[config.mk]
export PLATFORM = sky130hd
export DESIGN_NAME = endless_pot_quadrature_decoder_core
export DESIGN_NICKNAME = d
export VERILOG_FILES = /design/src/rtl/epqd_pkg.sv /design/src/rtl/endless_pot_quadrature_decoder_core.sv
export SDC_FILE = /design/constraint.sdc
export NUM_CORES = 1
export LEC_CHECK = 0
export BUFFER_PORTS_ARGS = -buffer_cell sky130_fd_sc_hd__buf_2
export CAP_MARGIN = 10
export CORE_UTILIZATION = 50
export CTS_BUF_LIST = sky130_fd_sc_hd__clkbuf_16
export CTS_CLUSTER_DIAMETER = 120
export CTS_CLUSTER_SIZE = 28
export DETAILED_ROUTE_END_ITERATION = 16
export HOLD_SLACK_MARGIN = 0.08
export PLACE_DENSITY = 0.69
export REMOVE_ABC_BUFFERS = 1
export SETUP_SLACK_MARGIN = 0.2
export SLEW_MARGIN = 20
export SYNTH_ARGS = -nofsm -noshare
export SYNTH_HDL_FRONTEND = slang
export SYNTH_SLANG_ARGS = --single-unit
[constraint.sdc]
create_clock -name clk -period 5.6 [get_ports clk]
set_input_delay 0.28 -clock clk [delete_from_list [all_inputs] [get_ports clk]]
set_output_delay 0.28 -clock clk [all_outputs]
set_load 0.01 [all_outputs]
[src/rtl/epqd_pkg.sv]
// Constants and widths for the endless pot dual-taper decoder.
// No dependencies.
package epqd_pkg;

	localparam int TAPER_W = 8;
	localparam int POS_W   = 10;
	localparam int WGT_W   = 7;
	localparam int PROD_W  = 16;
	localparam int ACC_W   = 16;
	localparam int ANGLE_W = 10;

	localparam logic [TAPER_W-1:0] TAPER_MID     = 8'd130;
	localparam logic [TAPER_W-1:0] WEIGHT_OFFSET = 8'd18;
	localparam logic [WGT_W-1:0]   WEIGHT_FULL   = 7'd100;

	// taper B position offsets: low branch adds 7 + 412, high branch 268 + 137
	localparam logic [POS_W-1:0] POS_B_LOW_OFS  = 10'd419;
	localparam logic [POS_W-1:0] POS_B_HIGH_OFS = 10'd405;
	localparam logic [POS_W-1:0] FULL_TURN      = 10'd550;
	// taper A position offsets: 7, or 268 + 275
	localparam logic [POS_W-1:0] POS_A_HIGH_OFS = 10'd7;
	localparam logic [POS_W-1:0] POS_A_LOW_OFS  = 10'd543;

	// acc * 10 / 550 == acc / 55 ; floor(acc * RECIP >> RECIP_SH) is exact for acc <= 54900
	localparam int RECIP_W  = 17;
	localparam int RECIP_SH = 22;
	localparam logic [RECIP_W-1:0] RECIP = 17'd76261;
	localparam int MUL_W = ACC_W + RECIP_W;
	localparam int QUO_W = MUL_W - RECIP_SH;

	localparam logic [QUO_W-1:0] ANGLE_SPAN = 11'd1000;

endpackage

[src/rtl/endless_pot_quadrature_decoder_core.sv]
// Top level of the endless pot dual-taper decoder: five-stage pipeline.
// Depends on epqd_pkg.
//
// Each transaction carries one pair of taper readings and yields one angle in 0..999.
// The pipeline takes one transaction per clock while the output is not stalled. Each
// angle passes through the stage registers s1 to s5 in turn before it reaches the
// output. The five stages are: weights and branch positions, two 10x7 multiplies,
// their sum, a 16x17 reciprocal multiply for the division by 55, and the shift and
// wrap into the output register. Each stage holds its own valid bit and advances when
// the stage after it is empty or moving, so a stalled output fills the bubbles first.
module endless_pot_quadrature_decoder_core
	import epqd_pkg::*;
(
	input  logic               clk,
	input  logic               arst_n,
	input  logic               taper_valid,
	output logic               taper_ready,
	input  logic [TAPER_W-1:0] taper_a,
	input  logic [TAPER_W-1:0] taper_b,
	output logic               angle_valid,
	input  logic               angle_ready,
	output logic [ANGLE_W-1:0] angle
);

	logic v_s1, v_s2, v_s3, v_s4, v_s5;
	logic en1, en2, en3, en4, en5;

	logic [POS_W-1:0] pa_s1, pb_s1;
	logic [WGT_W-1:0] wa_s1, wb_s1;
	logic [PROD_W-1:0] pwa_s2, pwb_s2;
	logic [ACC_W-1:0] acc_s3;
	logic [MUL_W-1:0] mul_s4;
	logic [ANGLE_W-1:0] angle_s5;

	logic               a_low, b_high;
	logic [TAPER_W-1:0] mid_dist;
	logic [TAPER_W-1:0] wb_raw;
	logic [WGT_W-1:0]   wb_c, wa_c;
	logic [POS_W-1:0]   pb_sum, pb_c, pa_c;
	logic [QUO_W-1:0]   quo;
	logic [QUO_W-1:0]   quo_w;

	assign en5 = !v_s5 || angle_ready;
	assign en4 = !v_s4 || en5;
	assign en3 = !v_s3 || en4;
	assign en2 = !v_s2 || en3;
	assign en1 = !v_s1 || en2;
	assign taper_ready = en1;
	assign angle_valid = v_s5;
	assign angle = angle_s5;

	always_comb begin
		a_low    = taper_a < TAPER_MID;
		b_high   = taper_b > TAPER_MID;
		mid_dist = a_low ? (TAPER_MID - taper_a) : (taper_a - TAPER_MID);
		wb_raw   = (mid_dist <= WEIGHT_OFFSET) ? '0 : (mid_dist - WEIGHT_OFFSET);
		wb_c     = (wb_raw > TAPER_W'(WEIGHT_FULL)) ? WEIGHT_FULL : wb_raw[WGT_W-1:0];
		wa_c     = WEIGHT_FULL - wb_c;
		pb_sum   = POS_W'(taper_b) + POS_B_LOW_OFS;
		if (a_low) begin
			pb_c = (pb_sum >= FULL_TURN) ? (pb_sum - FULL_TURN) : pb_sum;
		end else begin
			pb_c = POS_B_HIGH_OFS - POS_W'(taper_b);
		end
		pa_c = b_high ? (POS_W'(taper_a) + POS_A_HIGH_OFS)
			: (POS_A_LOW_OFS - POS_W'(taper_a));
	end

	always_comb begin
		quo   = mul_s4[MUL_W-1:RECIP_SH];
		quo_w = (quo >= ANGLE_SPAN) ? (quo - ANGLE_SPAN) : quo;
	end

	always_ff @(posedge clk or negedge arst_n) begin
		if (!arst_n) begin
			v_s1 <= 1'b0;
			v_s2 <= 1'b0;
			v_s3 <= 1'b0;
			v_s4 <= 1'b0;
			v_s5 <= 1'b0;
		end else begin
			if (en1) v_s1 <= taper_valid;
			if (en2) v_s2 <= v_s1;
			if (en3) v_s3 <= v_s2;
			if (en4) v_s4 <= v_s3;
			if (en5) v_s5 <= v_s4;
		end
	end

	always_ff @(posedge clk) begin
		if (en1 && taper_valid) begin
			pa_s1 <= pa_c;
			pb_s1 <= pb_c;
			wa_s1 <= wa_c;
			wb_s1 <= wb_c;
		end
		if (en2 && v_s1) begin
			pwa_s2 <= PROD_W'(pa_s1 * wa_s1);
			pwb_s2 <= PROD_W'(pb_s1 * wb_s1);
		end
		if (en3 && v_s2) begin
			acc_s3 <= ACC_W'(pwa_s2 + pwb_s2);
		end
		if (en4 && v_s3) begin
			mul_s4 <= MUL_W'(acc_s3 * RECIP);
		end
		if (en5 && v_s4) begin
			angle_s5 <= quo_w[ANGLE_W-1:0];
		end
	end

endmodule

== After elaboration in Yosys (flattened, before gate mapping) ==
Cells that the tools add are included.

* Logic and storage cells: 56
* Input port bits: 20
* Output and inout bits: 12
* Flip-flop bits (word level): 130

* Mux-type cells: 7
* Multiply operators: 3
* Add/subtract/negate cells: 11
* Magnitude comparators: 6
* Reductions and logical operators: 15

{| class="wikitable"
|+ Operator list
! operator !! number
|-
| $mux W10 || 4
|-
| $mul A16 B17 Y33 const B || 1
|-
| $mul A10 B7 Y16 || 2
|-
| $sub A10 B10 Y10 const B || 2
|-
| $add A16 B16 Y16 || 1
|-
| $mux W8 || 2
|-
| $ge A11 B10 Y1 const B || 1
|-
| $add A8 B9 Y10 const B || 1
|-
| $ge A10 B10 Y1 const B || 1
|-
| $sub A10 B8 Y10 const A || 1
|-
| $sub A9 B8 Y10 const A || 1
|-
| $add A8 B3 Y9 const B || 1
|-
| $gt A8 B7 Y1 const B || 1
|-
| $gt A8 B8 Y1 const B || 1
|-
| $le A8 B5 Y1 const B || 1
|-
| $lt A8 B8 Y1 const B || 1
|-
| $sub A8 B5 Y8 const B || 1
|-
| $sub A8 B8 Y8 const A || 1
|-
| $sub A8 B8 Y8 const B || 1
|-
| $mux W7 || 1
|-
| $sub A7 B7 Y7 const A || 1
|-
| $logic_and A1 B1 Y1 || 5
|-
| $logic_not A1 Y1 || 5
|-
| $logic_or A1 B1 Y1 || 5
|}

== Logic depth before layout (Yosys ltp) ==
* Depth in word-level cells: 7
* Mapped depth: 22
* Mapped depth without buffers: 22

== Worst setup path after synthesis ==
Ideal clock, no wire load.

* Path type: register to register
* From: register acc_s3[4]
* To: register mul_s4[30] (data pin)
* Data required time: 5.342 ns
* Library setup time: 0.258 ns
* Buffers on the path: 0
* Slack: -0.321 ns
* Clock period less this slack: 5.921 ns
* Arrival time: 5.663 ns
* Cell stages (with the launch flop): 23
* Cell sequence: edfxtp_1 fa_1 inv_1 fa_1 inv_1 fa_1 inv_1 fa_1 inv_1 fa_1 inv_1 fa_1 inv_1 ha_1 a211oi_1 o311ai_0 a311oi_1 nor2_1 o211ai_1 a31oi_1 o21a_1 nor2_1 xnor2_1

* Cells in the longest elaborated chain, start to end: 1

{| class="wikitable"
|+ RTL lines
! what !! line !! RTL
|-
| start, declared || endless_pot_quadrature_decoder_core.sv:31 || <nowiki>logic [ACC_W-1:0] acc_s3;</nowiki>
|-
| start signal, assigned || endless_pot_quadrature_decoder_core.sv:102 || <nowiki>acc_s3 <= ACC_W'(pwa_s2 + pwb_s2);</nowiki>
|-
| $mul A16 B17 Y33 || endless_pot_quadrature_decoder_core.sv:105 || <nowiki>mul_s4 <= MUL_W'(acc_s3 * RECIP);</nowiki>
|-
| end signal, assigned || endless_pot_quadrature_decoder_core.sv:105 ||
|-
| end, declared || endless_pot_quadrature_decoder_core.sv:32 || <nowiki>logic [MUL_W-1:0] mul_s4;</nowiki>
|}

No other way between the ends.
A chain may end at the register's enable or synchronous reset.

== Worst setup path in the final report ==
* From: register acc_s3[6]
* To: register mul_s4[30] (data pin)

Same word-level chain as after synthesis.

==> flow_summary.rst <==
.. list-table::
   :header-rows: 1

   * - Metric
     - Value
   * - Run status
     - finished with violations
   * - Violated checks
     - setup timing
   * - Worst slack after detailed placement
     - -0.481 ns
   * - Post-detailed-route count of antenna-violating nets
     - 0
   * - Total DRC errors in the routed layout
     - 0
   * - Synthesized cell area
     - 14,100 µm²
   * - Number of buffers added by the clock tree synthesis step
     - 9
   * - Initial drt markers
     - 482
   * - Share of the synthesized area in the top cell type
     - 0.220
   * - Overall routing resource usage
     - 0.194
   * - Count of input and output buffers
     - 31
   * - Dominant register cell in the synthesized netlist
     - edfxtp_1
   * - Transition time at the pin with the least slew margin
     - 0.854 ns
   * - H-Tree Depth
     - 3
   * - Normalized max-slew margin
     - 0.429
   * - Worst Path Max Fanout
     - 3
   * - Routed vias
     - 9,554
   * - Final Cycle Share
     - 1.01
   * - Leading cell type in the layout, fill and taps excluded
     - inv_1
   * - Max Root-Sink Buffers
     - 2
   * - Clock sink count
     - 107
   * - Cells after synthesis
     - 1,404
   * - Most frequent cells in the layout
     - 258 x inv_1, 231 x ha_1, 155 x fa_1, 115 x nand2_1, 102 x edfxtp_1
   * - Clock root buffer
     - clkbuf_16
   * - Number of hold violations in the final report
     - 0
   * - Fin Clk Skew
     - 0.0114 ns
   * - Number of nets in the layout
     - 1,863
   * - Setup ws final
     - -0.0827 ns
   * - Arrival time reported for the critical path endpoint
     - 5.81 ns
   * - Wire length after detailed routing
     - 26.3 mm
   * - Inst Count DP
     - 1,820
   * - First-pass GRT wire length
     - 45.1 mm
   * - Proportion of synthesized chip area in sequential cells
     - 0.226
   * - Max-cap violation count
     - 0
   * - Required @ worst endpoint
     - 5.72 ns
   * - Largest net degree at the start of global routing
     - 34
   * - Hpwl dp
     - 22.3 mm
   * - Max Clk Rate
     - 176 MHz
   * - Layout overhead on the synthesized area
     - 8.62%
   * - Count of endpoints failing setup in the final report
     - 3
   * - Via density
     - 5.20
   * - Final non-filler cell total
     - 1,839
   * - Die W
     - 170 µm
   * - Starting Density
     - 0.508
   * - Number of enable-type register cells in the synthesized netlist
     - 102
   * - Die area
     - 28,900 µm²
   * - Proportion of synthesized flip-flops having asynchronous set or reset
     - 0.0467
   * - Kind of end point of the critical path
     - flop
   * - Type of the setup path with the least slack
     - reg2reg
   * - Initial antenna violation count
     - 0
   * - CORE AREA
     - 27,800 µm²
   * - Inserted Diodes
     - 0
   * - Clock latency on the worst-skew pair
     - 0.36 ns
   * - Per-instance average area after synthesis
     - 10.0 µm²
   * - Synth area leaders
     - fa_1 22%, edfxtp_1 22%, ha_1 21%, inv_1 6.9%, xnor2_1 3.9%
   * - Number of warnings issued by yosys
     - 0
   * - Final estimated routing congestion in global placement
     - 0.885
   * - Post-layout min period
     - 5.68 ns
   * - Hold crit path type
     - in2reg
   * - Crit Reg-Reg Startpoint
     - acc_s3[6]$_DFFE_PP_
   * - TritonCTS clock tree
     - built
   * - Max-slew violation count
     - 0
   * - Clock-pin slew on the worst setup and hold paths
     - 0.08 ns
   * - Top Ports
     - 32
   * - DR pass1 iterations
     - 5
   * - Start point of the critical path
     - acc_s3[6]$_DFFE_PP_
   * - Floorplan row count
     - 61
   * - RSZ-0062 raised after global routing
     - yes
   * - Number of distinct library cells after synthesis
     - 76
   * - Final core utilization
     - 0.551
   * - Startpoint types
     - flop
   * - Fraction of layout instances using a drive strength above 1
     - 0.0903
   * - Routed wirelength normalized by instance count
     - 14.3 µm
   * - Vertical die dimension
     - 170 µm
   * - Total overflow reported by the global router
     - 0
   * - Via count of the first global-routing pass
     - 9,840
   * - Largest area contributor in the netlist
     - fa_1
   * - Flip-flop and latch count after synthesis
     - 107
   * - Startpoint of the tightest hold check path
     - taper_valid
==> synthesized netlist by cell type (all sizes together) (5+ instances only) <==
cell,instances
inv,259
a21oi,34
nor3,15
xnor2,64
ha,232
o21bai,9
a21o,12
or2,6
clkbuf,21
nor2,66
and3,8
edfxtp,102
o31ai,5
nand3,17
a211oi,7
buf,9
xor2,18
o211ai,5
a31oi,7
mux2i,6
a21boi,5
nand2b,12
nand2,115
nor2b,13
o21ai,42
and2,77
or3,8
dfrtp,5
o21a,9
fa,155
==> critical path: stages, from the launching register on <==
cell,delay (ns)
edfxtp_1,0.42
fa_1,0.58
inv_1,0.06
fa_1,0.47
inv_1,0.05
fa_1,0.47
inv_1,0.05
fa_1,0.50
inv_1,0.05
fa_1,0.47
inv_1,0.05
fa_1,0.49
inv_2,0.05
ha_4,0.21
a211oi_2,0.19
o311ai_2,0.12
a311oi_2,0.23
nor2_2,0.10
o211ai_1,0.29
a31oi_1,0.17
o21a_1,0.24
nor2_2,0.12
xnor2_1,0.06
==> worst paths after layout <==
check | to | slack (ns) | depth (start not counted)
setup / recovery | mul_s4[30]$_DFFE_PP_ | -0.08 | 22
setup reg to reg | mul_s4[30]$_DFFE_PP_ | -0.08 | 22
max in group asynchronous | v_s2$_DFFE_PN0P_ | 5.22 | 2
hold / removal | v_s1$_DFFE_PN0N_ | 0.11 | 2
hold reg to reg | angle[2]$_DFFE_PP_ | 0.45 | 0
min in group asynchronous | angle_valid$_DFFE_PN0P_ | 0.25 | 2
==> flip-flops by register name, indices dropped and copies added, names as in the netlist, 6 cells and up <==
| signal | flops |
|---|---|
| pa_s1 | 10 |
| mul_s4 | 11 |
| wb_s1 | 6 |
| wa_s1 | 7 |
| pb_s1 | 10 |
| pwa_s2 | 16 |
| acc_s3 | 16 |
| angle | 10 |
| pwb_s2 | 16 |
==> area by class of cell <==
type	count	area, µm²
clock inverter	7	90.1
sequential	107	3190
inverter	259	972
tap	378	473
fill	2473	12500
timing repair buffer	71	458
clock buffer	9	225
multi-input combinational	1008	9910
==> cell families after synthesis <==
| logic type | share of synthesized area |
|---|---|
| AO/OA/AOI/OAI | 0.0863 |
| buffers and inverters | 0.0780 |
| multiplexers | 0.00426 |
| AND/OR/NAND/NOR | 0.128 |
| adder cells (fa/ha/maj) | 0.426 |
| XOR/XNOR | 0.0515 |
| flip-flops | 0.226 |
==> layer usage <==
layer,GRT usage,vias up,share of wire
met2,0.369,119,0.53
met3,0.0251,36,0.023
met4,0.0552,0,0.022
li1,-,4734,-
met5,0,-,0
met1,0.226,4665,0.43
==> stage by stage <==
| stage | instance area (µm²) | hold WS (ns) | setup TNS (ns) |
|---|---|---|---|
| 2_1_floorplan | 14000 | -0.0156 | -1.58 |
| 3_3_place_gp | 14900 | 0.0996 | -2.54 |
| 3_5_place_dp | 14900 | 0.103 | -2.98 |
| 4_1_cts | 15300 | 0.104 | -0.190 |
| 5_1_grt | 15300 | 0.129 | -1.21 |
| 6_report | 15300 | 0.112 | -0.110 |
==> timing repair <==
| item | CTS | global route |
|---|---|---|
| hold buffers | 1 | 0 |
| pin swaps | 17 | 6 |
| setup buffers | 2 | 0 |
| resized for setup | 10 | 15 |
| endpoints found under the hold margin | 5 | 0 |
| setup endpoints to repair | 11 | 10 |
Power is left out: the tool's default activity adds up to more than one toggle a clock period on the data nets, which glitch-free logic cannot reach.
